## src/rtl/pli_pkg.sv

```systemverilog
// shared constants, types and codes of the positional list unit
package pli_pkg;

    localparam int CAPACITY   = 64;
    localparam int DATA_WIDTH = 32;
    localparam int CNT_W      = $clog2(CAPACITY + 1);
    localparam int IDX_W      = $clog2(CAPACITY);
    localparam int POS_W      = 7;
    localparam int CMP_W      = ((CNT_W > POS_W) ? CNT_W : POS_W) + 1;
    localparam int GRP_W      = 8;
    localparam int GRP_N      = (CAPACITY + GRP_W - 1) / GRP_W;
    localparam int GRP_IW     = $clog2(GRP_W);

    typedef logic signed [DATA_WIDTH-1:0] t_data;
    typedef logic signed [31:0]           t_word;
    typedef logic [POS_W-1:0]             t_pos;
    typedef logic [CNT_W-1:0]             t_cnt;
    typedef logic [IDX_W-1:0]             t_idx;
    typedef logic [CMP_W-1:0]             t_cmp;
    typedef logic [GRP_IW-1:0]            t_gidx;

    typedef enum logic [1:0] {
        FN_DISPLAY = 2'd0,
        FN_INSERT  = 2'd1,
        FN_DELETE  = 2'd2,
        FN_SEARCH  = 2'd3
    } t_func;

    typedef enum logic [2:0] {
        ST_OK        = 3'd0,
        ST_BAD_POS   = 3'd1,
        ST_NOT_FOUND = 3'd2,
        ST_FULL      = 3'd3,
        ST_EMPTY     = 3'd4
    } t_status;

    typedef enum logic [1:0] {
        CELL_HOLD,
        CELL_FROM_LEFT,
        CELL_FROM_RIGHT,
        CELL_LOAD
    } t_cell_op;

    typedef struct packed {
        t_cell_op op;
        logic     cmp;
    } t_cell_ctl;

    typedef struct packed {
        t_func func;
        t_pos  position;
        t_word new_value;
        t_word search_key;
    } t_in_word;

    typedef struct packed {
        t_status status;
        t_word   element;
        t_pos    found_at;
        t_pos    entry_count;
        logic    last;
    } t_out_word;

endpackage

```

## src/rtl/pli_first.sv

```systemverilog
// two-stage first-match encoder over the cell match flags
module pli_first (
    input  logic                          i_clk,
    input  logic [pli_pkg::CAPACITY-1:0]  i_match,
    output logic                          o_found,
    output pli_pkg::t_idx                 o_idx
);

    logic [pli_pkg::GRP_N*pli_pkg::GRP_W-1:0] w_pad;
    logic [pli_pkg::GRP_N-1:0]                n_grp_hit;
    pli_pkg::t_gidx                           n_grp_idx [pli_pkg::GRP_N];
    logic [pli_pkg::GRP_N-1:0]                r_grp_hit;
    pli_pkg::t_gidx                           r_grp_idx [pli_pkg::GRP_N];
    logic                                     n_found;
    pli_pkg::t_idx                            n_idx;
    logic                                     r_found;
    pli_pkg::t_idx                            r_idx;

    assign w_pad = (pli_pkg::GRP_N*pli_pkg::GRP_W)'(i_match);

    // stage one: lowest set flag inside each group
    always_comb begin
        for (int g = 0; g < pli_pkg::GRP_N; g++) begin
            n_grp_hit[g] = 1'b0;
            n_grp_idx[g] = '0;
            for (int j = pli_pkg::GRP_W - 1; j >= 0; j--) begin
                if (w_pad[g*pli_pkg::GRP_W + j]) begin
                    n_grp_hit[g] = 1'b1;
                    n_grp_idx[g] = pli_pkg::t_gidx'(j);
                end
            end
        end
    end

    // stage two: lowest group with a hit
    always_comb begin
        n_found = 1'b0;
        n_idx   = '0;
        for (int g = pli_pkg::GRP_N - 1; g >= 0; g--) begin
            if (r_grp_hit[g]) begin
                n_found = 1'b1;
                n_idx   = pli_pkg::t_idx'(g*pli_pkg::GRP_W + int'(r_grp_idx[g]));
            end
        end
    end

    always_ff @(posedge i_clk) begin
        r_grp_hit <= n_grp_hit;
        r_grp_idx <= n_grp_idx;
        r_found   <= n_found;
        r_idx     <= n_idx;
    end

    assign o_found = r_found;
    assign o_idx   = r_idx;

endmodule
```

## config.mk

```make
export PLATFORM = sky130hd
export DESIGN_NAME = pli_first
export DESIGN_NICKNAME = d
export VERILOG_FILES = /design/src/rtl/pli_pkg.sv /design/src/rtl/pli_first.sv
export SDC_FILE = /design/constraint.sdc
export NUM_CORES = 1
export LEC_CHECK = 0
export BUFFER_PORTS_ARGS = -buffer_cell sky130_fd_sc_hd__buf_2
export CORE_MARGIN = 2
export CORE_UTILIZATION = 45
export CTS_CLUSTER_SIZE = 8
export DETAILED_ROUTE_END_ITERATION = 8
export PLACE_DENSITY = 0.82
export SYNTH_ARGS = -nofsm -noshare
export SYNTH_HDL_FRONTEND = slang
export SYNTH_SLANG_ARGS = --single-unit
```

## constraint.sdc

```tcl
create_clock -name i_clk -period 2.7 [get_ports i_clk]
set_clock_uncertainty 0.1 [all_clocks]
set_input_delay 0.81 -clock i_clk [delete_from_list [all_inputs] [get_ports i_clk]]
set_output_delay 0.81 -clock i_clk [all_outputs]
set_load 0.005 [all_outputs]
```

==> reports/metrics.cfg <==
[place]
gp_congestion=0.749
io_buffers=71
dp_hpwl_um=2680
dpl.cell_count=312

[die]
core-area_um2=3420
start_util_pct=47.6
design.die.area_um2=4110
dieWidth_um=64.1
die_h_um=64.1
num_rows=21
io_pins=72

[hold_path]
worstHoldPathCells=2
hold_end=o_idx[2]$_DFF_P_
hold_class=reg -> reg
holdCritStartpoint=r_grp_idx[23]$_SDFF_PP0_

[setup_path]
r2r_setup_slack_ns=1.33
crit_family=flip-flops
r2r-start=r_grp_hit[4]$_SDFF_PP1_
slowest_delay_ns=0.33
crit_arrival_ns=0.77
r2r_cells=4
crit_slowest_cell=dfxtp_1
path_buf_inv=1
start_kind=register
path_max_fanout=1
path_cells=buf_2
worstSetupEndpointType=output pin
path_class=reg -> out
r2r-end=o_idx[1]$_DFF_P_
required_ns=1.79

[sta]
drv_slew=0
worstMarginPinSlew_ns=0.369
hold_violations=0
max-slew-margin-rel_pct=75.2
tns_ns=0
setup_viol=0
period_needed_ns=1.68
fmaxAchievable_ghz=0.595
rsz0062_at_grt=no
period_share_pct=62.3

[yosys]
synth_warnings=0
synth_ff_type=dfxtp_1
synthTopCellsByArea=dfxtp_1 48%, nor3_1 7.7%, a21oi_1 7.1%
syn_nets=261
synth.top_cell.area_share_pct=48.0
syn_inst=196
yosysSeqAreaShare_pct=48.0
yosys.area.top_type=dfxtp_1
netlist_area_um2=1630
ys_top_cells_by_count=39 x dfxtp_1, 25 x nor3_1, 23 x a21oi_1
synth.avg_cell_area_um2=8.29
async_flop_share_pct=0
ys_ff_latch=39
synthDistinctLibCells=26
synth.most_common_cell=dfxtp_1
synth_edf_count=0

[grt]
grt_pass1_vias=1388
grt-ovfl-total=0
grt_max_degree=12
grt_util_met1_pct=19.8
antenna_found_initial=0
grt_pass1_wl_um=5480
gr-usage-met2_pct=29.0
track_usage_pct=17.0
grt-busiest-layer=met2
grtUsageMet3_pct=4.40

[clocking]
cts-hold-fix-buffers=0
cts_buffers=5
cts.sinks=39
cts_tree=yes
clk_latency_ns=0.33
clockBufferDepth=2
cts_setup_buffers=0
cts-root-buf=clkbuf_4
cts_resized=0
clk_pin_slew_worst_paths_ns=0.10
cts-htree-levels=2

[drt]
routed_via_density=4.87
wl_um=3200
drt_iter0_markers=29
via_count=1558
drc=0
dr.pass1.iters=4
wl_per_cell_um=10.0
ant_nets=0

[layout]
fill_cells=310
layoutNonFillerInstCount=320
drive_gt1_share_pct=29.6
diodes=0
nets=338
area_delta_synth_final_pct=28.3

[pwr]
clockPowerShare_pct=26.7
seqPwrFrac_pct=60.9
peakVddDrop_mv=0.230
pwr-share-comb_pct=12.4
powerDensity_nw_per_um2=475
netSwitchingPower_w=0.000228
switching_share_pct=23.1
cellLeakagePower_nw=0.952
p_int_w=0.000761

[run]
max_cap_violations=0

[run_status]
outcome=finished clean

## registers in the layout, summed over array words and instances (netlist names)
name and count:
r_grp_idx 24, r_grp_hit 8, o_idx 6, o_found 1
## layout by cell type, fill, tap and decap left out, types with 2 or more instances in the layout
master,Yosys,layout
a22oi_1,3,3
o21ai_1,2,2
a221oi_1,2,2
inv_1,21,21
clkbuf_1,1,2
nand2b_1,8,8
nor3b_1,2,2
a21oi_1,23,23
or3_1,2,2
nand2_1,10,10
nor3_1,25,25
dfxtp_1,39,39
a31oi_1,3,3
nor2_1,13,13
nor2b_1,8,8
clkbuf_4,0,5
nor4_1,16,16
o21ai_0,2,2
buf_2,0,71
o21bai_1,8,8
## power groups by stage
stage | Sequential, W | Combinational, W | Clock (W)
4_1_cts | 0.000603 | 0.000124 | 0.000273
5_1_grt | 0.000605 | 0.000142 | 0.000301
3_5_place_dp | 0.000616 | 0.000123 | 0
2_1_floorplan | 0.000614 | 0.0000473 | 0
6_report | 0.000602 | 0.000123 | 0.000264
3_3_place_gp | 0.000616 | 0.000119 | 0
## how the worst max path moves through the flow
stage,from,to,slack (ns),cells past startpoint
2_1_floorplan,i_match[13],r_grp_hit[1]$_SDFF_PP1_,1.28,2
3_3_place_gp,i_match[60],r_grp_hit[7]$_SDFF_PP1_,1.08,3
3_5_place_dp,i_match[60],r_grp_hit[7]$_SDFF_PP1_,1.07,3
4_1_cts,o_idx[1]$_DFF_P_,o_idx[1],1.0,1
5_1_grt,o_idx[1]$_DFF_P_,o_idx[1],0.96,1
6_report,o_idx[1]$_DFF_P_,o_idx[1],1.02,1
## worst min-delay path: stages (launching register included)
cell	delay, ns
dfxtp_1	0.31
a21oi_1	0.13
a31oi_1	0.04
## through the flow
step | cell area, um^2 | hold slack (ns) | total power, W | setup slack [ns] | utilization (%)
finish | 2080 | 0.424 | 0.000989 | 1.02 | 61.0
detailed placement | 2030 | 0.398 | 0.000739 | 1.07 | 59.6
CTS | 2080 | 0.432 | 0.00100 | 0.998 | 61.0
global route | 2080 | 0.449 | 0.00105 | 0.959 | 61.0
global placement | 2030 | 0.391 | 0.000735 | 1.08 | 59.6
floorplan | 1630 | 0.365 | 0.000661 | 1.28 | -
## cell type report
type | count | area (um^2) | share of cell area (%)
multi-input cells | 135 | 762 | 36.6
clock buffers | 7 | 45.0 | 2.16
well taps | 46 | 57.6 | 2.76
flip-flops and latches | 39 | 781 | 37.5
repair buffers | 71 | 355 | 17.0
clock inverters | 1 | 5.00 | 0.240
inverters | 21 | 78.8 | 3.78
## cell families after synthesis
logic type | after synthesis | synth area share [%]
buf+inv | 22 | 5.08
flops | 39 | 48.0
simple gates | 89 | 29.5
compound gates | 46 | 17.4
## routing by layer
metal  routed length, um  vias up
met1                1470      647
li1                    -      858
met2                1480       49
met4                  43        0
met5                   0        -
met3                 205        4
Note: power is estimated with default switching activity, not from simulation.
