===== config.mk =====
export PLATFORM = sky130hd
export DESIGN_NAME = pli_cell
export DESIGN_NICKNAME = d
export VERILOG_FILES = /design/src/rtl/pli_pkg.sv /design/src/rtl/pli_cell.sv
export SDC_FILE = /design/constraint.sdc
export NUM_CORES = 1
export LEC_CHECK = 0
export ABC_AREA = 1
export BUFFER_PORTS_ARGS = -buffer_cell sky130_fd_sc_hd__buf_2
export CAP_MARGIN = 20
export CELL_PAD_IN_SITES_DETAIL_PLACEMENT = 2
export CELL_PAD_IN_SITES_GLOBAL_PLACEMENT = 2
export CORE_MARGIN = 8
export CORE_UTILIZATION = 19
export DETAILED_ROUTE_END_ITERATION = 6
export HOLD_SLACK_MARGIN = 0.02
export PLACE_DENSITY_LB_ADDON = 0.1
export SYNTH_ARGS = -nofsm -noshare
export SYNTH_HDL_FRONTEND = slang
export SYNTH_SLANG_ARGS = --single-unit

===== constraint.sdc =====
create_clock -name i_clk -period 1.3 [get_ports i_clk]
set_clock_uncertainty 0.05 [all_clocks]
set_input_delay 0.13 -clock i_clk [delete_from_list [all_inputs] [get_ports i_clk]]
set_output_delay 0.13 -clock i_clk [all_outputs]
set_load 0.005 [all_outputs]

===== src/rtl/pli_pkg.sv =====
// shared constants, types and codes of the positional list unit
package pli_pkg;

    localparam int CAPACITY   = 64;
    localparam int DATA_WIDTH = 32;
    localparam int CNT_W      = $clog2(CAPACITY + 1);
    localparam int IDX_W      = $clog2(CAPACITY);
    localparam int POS_W      = 7;
    localparam int CMP_W      = ((CNT_W > POS_W) ? CNT_W : POS_W) + 1;
    localparam int GRP_W      = 8;
    localparam int GRP_N      = (CAPACITY + GRP_W - 1) / GRP_W;
    localparam int GRP_IW     = $clog2(GRP_W);

    typedef logic signed [DATA_WIDTH-1:0] t_data;
    typedef logic signed [31:0]           t_word;
    typedef logic [POS_W-1:0]             t_pos;
    typedef logic [CNT_W-1:0]             t_cnt;
    typedef logic [IDX_W-1:0]             t_idx;
    typedef logic [CMP_W-1:0]             t_cmp;
    typedef logic [GRP_IW-1:0]            t_gidx;

    typedef enum logic [1:0] {
        FN_DISPLAY = 2'd0,
        FN_INSERT  = 2'd1,
        FN_DELETE  = 2'd2,
        FN_SEARCH  = 2'd3
    } t_func;

    typedef enum logic [2:0] {
        ST_OK        = 3'd0,
        ST_BAD_POS   = 3'd1,
        ST_NOT_FOUND = 3'd2,
        ST_FULL      = 3'd3,
        ST_EMPTY     = 3'd4
    } t_status;

    typedef enum logic [1:0] {
        CELL_HOLD,
        CELL_FROM_LEFT,
        CELL_FROM_RIGHT,
        CELL_LOAD
    } t_cell_op;

    typedef struct packed {
        t_cell_op op;
        logic     cmp;
    } t_cell_ctl;

    typedef struct packed {
        t_func func;
        t_pos  position;
        t_word new_value;
        t_word search_key;
    } t_in_word;

    typedef struct packed {
        t_status status;
        t_word   element;
        t_pos    found_at;
        t_pos    entry_count;
        logic    last;
    } t_out_word;

endpackage


===== src/rtl/pli_cell.sv =====
// one list cell: holds an entry, moves it along the chain, compares it with the key
module pli_cell (
    input  logic               i_clk,
    input  pli_pkg::t_cell_ctl i_ctl,
    input  pli_pkg::t_data     i_left,
    input  pli_pkg::t_data     i_right,
    input  pli_pkg::t_data     i_load,
    input  pli_pkg::t_data     i_key,
    output pli_pkg::t_data     o_data,
    output logic               o_match
);

    pli_pkg::t_data r_data;
    pli_pkg::t_data n_data;
    logic           r_match;

    always_comb begin
        case (i_ctl.op)
            pli_pkg::CELL_FROM_LEFT:  n_data = i_left;
            pli_pkg::CELL_FROM_RIGHT: n_data = i_right;
            pli_pkg::CELL_LOAD:       n_data = i_load;
            default:                  n_data = r_data;
        endcase
    end

    always_ff @(posedge i_clk) begin
        r_data  <= n_data;
        r_match <= i_ctl.cmp && (r_data == i_key);
    end

    assign o_data  = r_data;
    assign o_match = r_match;

endmodule


==> flow_summary.json, run 1 <==
{
  "die_area_um2": 15540,
  "final_max_slew_viol_count": 0,
  "wl_per_cell_um": 17.64,
  "avgSynthCellArea_um2": 7.099,
  "rsz0062_at_grt": "true",
  "synthMuxAreaShare": 0,
  "yosys.area_share.adder": 0,
  "cp_max_fo": 3,
  "synth_top_family_by_area": "simple AND/OR/NAND/NOR gates",
  "synth_nets": 448,
  "cts_sinks": 33,
  "setup_viol": 0,
  "drtIter0Drc": 75,
  "synth_area_leader_cell": "edfxtp_1",
  "antenna_cells": 0,
  "finalNonFillerCells": 627,
  "cts_tree": "yes",
  "min_path_type": "in2reg",
  "worst_slew_pin_slew_ns": 0.5186,
  "p_total_uw": 3391,
  "clk_latency_ns": 0.28,
  "worst-endpoint-arrival_ns": 0.99,
  "synth-seq-area-share": 0.4373,
  "clockBufferDepth": 2,
  "yosys.area_share.simple": 0.4027,
  "num_rows": 39,
  "worstReg2RegStart": "o_data[27]$_DFFE_PP_",
  "grt_overflow": 0,
  "grt_first_pass_wirelength_um": 17130,
  "gp_congestion": 0.7273,
  "io_buffers": 164,
  "synth-async-reset-ratio": 0,
  "dp_cells": 617,
  "status": "completed",
  "fin_crit_ns": 1.171,
  "fillers": 1374,
  "crit_slowest_cell": "edfxtp_1",
  "nNetsFinal": 615,
  "min-delay-start": "i_right[8]",
  "firstDrtPassIters": 4,
  "reg2regPathDepth": 5,
  "core-area_um2": 11470,
  "cts_buffers": 5,
  "slew_headroom": 0.6543,
  "via_per_inst": 4.265,
  "area_growth_pct": 50.64,
  "synth_cells": 316,
  "fmax_mhz": 854.2,
  "reg2reg_to": "o_match$_DFF_P_",
  "dpl_worst_slack_ns": 0.04839,
  "ir_worst_vdd_v": 0.0003622,
  "r2r_slack_ns": 0.14,
  "power_density_nw_per_um2": 1003,
  "yosysMostFrequentCell": "nand2_1",
  "worst_setup_path_end_kind": "output port",
  "max_stage_delay_ns": 0.43,
  "track_usage": 0.1403,
  "drc": 0,
  "path_class": "reg2out",
  "start_util": 0.1956,
  "io_pins": 165,
  "syn-cell-area_um2": 2243,
  "path_clk_slew_ns": 0.05,
  "yosys-top-cells-count": "nand2_1, nand3_1, inv_1",
  "ant_nets": 0,
  "cts_root_buf": "clkbuf_16",
  "synth_xor_area_frac": 0.03123,
  "synth_top_area_frac": 0.4283,
  "vias": 2674,
  "utilization": 0.2947,
  "finalWirelength_um": 11060,
  "fin_tns_setup_ns": 0,
  "grt_max_degree": 33,
  "synth_seq_cells": 33,
  "antenna_found_initial": 1,
  "synth_compound_area_frac": 0.01896,
  "yosysUniqueCellTypes": 17,
  "post-route-period-util": 0.9006,
  "drive_gt1_frac": 0.3802,
  "yosysWarningCount": 0,
  "drv_cap": 0,
  "grt_pass1_vias": 3141,
  "synthTopCellsByArea": "edfxtp_1, nand2_1, nand3_1",
  "synth_edf_count": 32,
  "whs_path_depth": 3,
  "setup.worst_path.start_class": "register",
  "die_y_um": 124.7,
  "crit_chain": "buf_4 > buf_2",
  "fin_ws_ns": 0.1293,
  "p_leak_uw": 0.001831,
  "die_w_um": 124.7,
  "dp.final_hpwl_um": 9370,
  "hold_viol": 0,
  "whs_endpoint": "o_data[8]$_DFFE_PP_",
  "h-tree-depth": 2,
  "synthFlopType": "edfxtp_1",
  "cp.required_ns": 1.12
}
==> flip-flops by register name, summed over array words and instances (netlist names) <==
name and count:
o_data 32, o_match 1
==> metal layers <==
metal	vias to the layer above	GRT usage	share of wire
met2	87	0.2491	0.50
met3	4	0.04596	0.072
li1	1339	-	-
met5	-	0	0.00072
met1	1242	0.1593	0.42
met4	2	0.02977	0.0059
==> through the flow <==
| step | hold slack [ns] | cell area, µm² |
|---|---|---|
| after detailed placement | 0.3675 | 3222 |
| after CTS | 0.07901 | 3359 |
| final | 0.08211 | 3379 |
| after global placement | 0.3580 | 3222 |
| after global routing | 0.09072 | 3379 |
| after floorplan | 0.2696 | 2243 |
==> area by class of cell <==
cell class | instances | area (µm²) | share of cell area
Tap cell | 143 | 178.9 | 0.05294
Timing Repair Buffer | 174 | 908.4 | 0.2688
Inverter | 40 | 152.6 | 0.04517
Clock buffer | 5 | 125.1 | 0.03702
Clock inverter | 3 | 12.51 | 0.003702
Multi-Input combinational cell | 229 | 1021 | 0.3021
Sequential cell | 33 | 980.9 | 0.2903
==> power breakdown <==
part	switching, µW	internal [µW]
clock network	441	693
logic	453	398
registers	86.0	1320
total	980	2410
==> kinds of logic (layout without fill, tap and decap cells) <==
family	after synthesis	count (layout)
AO/OA/AOI/OAI	8	8
XOR/XNOR	8	8
flip-flops	33	33
AND/OR/NAND/NOR	213	213
buffers and inverters	54	222
==> cells in the final DEF, fill, tap and decap left out <==
cell / netlist / layout
o211ai_1: 1 / 1
buf_2: 9 / 164
buf_4: 2 / 9
nor2_1: 19 / 19
inv_1: 39 / 39
xor2_1: 3 / 3
nor3_1: 2 / 1
o21ai_0: 7 / 7
edfxtp_1: 32 / 32
clkbuf_16: 0 / 5
clkinv_1: 0 / 2
buf_12: 0 / 1
nor3_2: 0 / 1
dfxtp_1: 1 / 1
inv_4: 1 / 1
nand3_1: 66 / 66
clkinv_2: 0 / 1
or2_2: 1 / 1
xnor2_1: 5 / 5
nor2_8: 1 / 1
nand2_1: 124 / 124
==> what timing repair did <==
action | CTS | global route
hold buffers | 0 | 0
setup buffers | 0 | 2
gates resized for setup | 0 | 1
endpoints found under the setup margin | 0 | 1
==> worst max path at each step <==
| stage | end | from |
|---|---|---|
| after floorplan | o_data[0]$_DFFE_PP_ | i_ctl[1] |
| after global placement | o_match$_DFF_P_ | o_data[27]$_DFFE_PP_ |
| after detailed placement | o_data[2]$_DFFE_PP_ | i_ctl[2] |
| after CTS | o_match$_DFF_P_ | o_data[27]$_DFFE_PP_ |
| after global routing | o_match$_DFF_P_ | o_data[10]$_DFFE_PP_ |
| final | o_data[7] | o_data[7]$_DFFE_PP_ |
==> worst max-delay path: cells and delay by family (launching register included) <==
| kind | cells | cell delay (ns) |
|---|---|---|
| flip-flops | 1 | 0.43 |
| buffers and inverters | 2 | 0.28 |
(Power assumes the default switching activity.)
==> run 2: changes to the inputs <==
--- a/config.mk
+++ b/config.mk
@@ -15,6 +15,7 @@
 export DETAILED_ROUTE_END_ITERATION = 6
 export HOLD_SLACK_MARGIN = 0.02
 export PLACE_DENSITY_LB_ADDON = 0.1
+export RECOVER_POWER = 25
 export SYNTH_ARGS = -nofsm -noshare
 export SYNTH_HDL_FRONTEND = slang
 export SYNTH_SLANG_ARGS = --single-unit
==> flow_summary.json, run 2 (same netlist as run 1, synthesis figures left out) <==
{
  "wl_per_cell_um": 17.65,
  "hold_viol": 0,
  "clockBufferDepth": 2,
  "largest_reg_flops": 32,
  "gp_congestion": 0.7273,
  "mostFrequentLayoutCell": "buf_2",
  "grt_pass1_vias": 3141,
  "fillers": 1376,
  "num_rows": 39,
  "die_y_um": 124.7,
  "ant_nets": 0,
  "post-route-period-util": 0.9006,
  "area_growth_pct": 49.86,
  "nNetsFinal": 615,
  "worst_setup_path_end_kind": "output port",
  "worst_slew_pin_slew_ns": 0.5465,
  "setup.worst_path.start_class": "register",
  "drive_gt1_frac": 0.3802,
  "die_w_um": 124.7,
  "utilization": 0.2932,
  "max_stage_delay_ns": 0.43,
  "path_class": "reg2out",
  "reg2regPathDepth": 5,
  "cts_buffers": 5,
  "postCtsHoldBufs": 0,
  "layout_common_cells": "buf_2, nand2_1, nand3_1",
  "min_path_type": "in2reg",
  "power_density_nw_per_um2": 1007,
  "grt_max_degree": 33,
  "cp.required_ns": 1.12,
  "cts_sinks": 33,
  "slew_headroom": 0.6357,
  "ir_worst_vdd_v": 0.0003616,
  "crit_end": "o_data[7]",
  "vias": 2673,
  "io_buffers": 164,
  "fmax_mhz": 854.1,
  "fin_crit_ns": 1.171,
  "rsz0062_at_grt": "true",
  "drtIter0Drc": 75,
  "reg2reg_to": "o_match$_DFF_P_",
  "antenna_cells": 0,
  "drc": 0,
  "start_util": 0.1956,
  "grt_overflow": 0,
  "r2r_slack_ns": 0.14,
  "via_per_inst": 4.263,
  "crit_slowest_cell": "edfxtp_1",
  "p_leak_uw": 0.001824,
  "finalNonFillerCells": 627,
  "path_clk_slew_ns": 0.05,
  "core-area_um2": 11470,
  "worstReg2RegStart": "o_data[27]$_DFFE_PP_",
  "dp_cells": 617,
  "hold-worst-slack_ns": 0.08209,
  "h-tree-depth": 2,
  "io_pins": 165,
  "die_area_um2": 15540,
  "status": "completed",
  "grt_first_pass_wirelength_um": 17130,
  "final_max_slew_viol_count": 0,
  "antenna_found_initial": 1,
  "track_usage": 0.1403,
  "cts_root_buf": "clkbuf_16",
  "dp.final_hpwl_um": 9370,
  "drv_cap": 0,
  "cts_tree": "yes",
  "finalWirelength_um": 11070,
  "p_total_uw": 3384,
  "setup_viol": 0,
  "worst-endpoint-arrival_ns": 0.99,
  "firstDrtPassIters": 4,
  "cp_max_fo": 3,
  "crit_chain": "buf_4 > buf_2",
  "fin_tns_setup_ns": 0,
  "startpoint": "o_data[7]$_DFFE_PP_",
  "clk_latency_ns": 0.28
}
-- run 2: metrics by stage --
step           setup slack [ns]  instance area, µm²
2_1_floorplan            0.1198                2243
3_3_place_gp            0.03454                3222
3_5_place_dp            0.04839                3222
4_1_cts                 0.03245                3359
5_1_grt                -0.03959                3362
6_report                 0.1292                3362
-- run 2: power by group --
part           total, µW  switching (µW)  internal (µW)
Sequential          1410            86.0           1320
Combinational        844             452            392
Clock               1130             441            693
-- run 2: layer usage --
metal  global-route usage  vias to the layer above  share of wire
li1                     -                     1338              -
met1               0.1593                     1242           0.42
met2               0.2491                       87           0.51
met3              0.04596                        4          0.072
met4              0.02977                        2         0.0059
met5                    0                        -        0.00072
-- run 2: area by class of cell --
| type | instances | area, µm² | area share |
|---|---|---|---|
| Timing Repair Buffer | 174 | 890.9 | 0.2650 |
| Clock inverter | 3 | 12.51 | 0.003722 |
| Inverter | 40 | 152.6 | 0.04540 |
| Tap cell | 143 | 178.9 | 0.05322 |
| Sequential cell | 33 | 980.9 | 0.2918 |
| Clock buffer | 5 | 125.1 | 0.03722 |
| Multi-Input combinational cell | 229 | 1021 | 0.3037 |
-- run 2: worst min path at each step --
stage	from	endpoint	slack, ns	cells after the start
3_3_place_gp	i_right[29]	o_data[29]$_DFFE_PP_	0.36	3
3_5_place_dp	i_right[8]	o_data[8]$_DFFE_PP_	0.37	3
5_1_grt	i_right[6]	o_data[6]$_DFFE_PP_	0.09	3
2_1_floorplan	i_right[0]	o_data[0]$_DFFE_PP_	0.27	2
6_report	i_right[8]	o_data[8]$_DFFE_PP_	0.08	3
4_1_cts	i_right[8]	o_data[8]$_DFFE_PP_	0.08	3
-- run 2: critical path: cells and delay by family (launching register included) --
kind                   cells  cell delay (ns)
DFF                        1             0.43
buffers and inverters      2             0.28
-- run 2: timing repair --
| action | in CTS | in global routing |
|---|---|---|
| resized for setup | 0 | 1 |
| setup buffers | 0 | 2 |
| setup endpoints to repair | 0 | 1 |
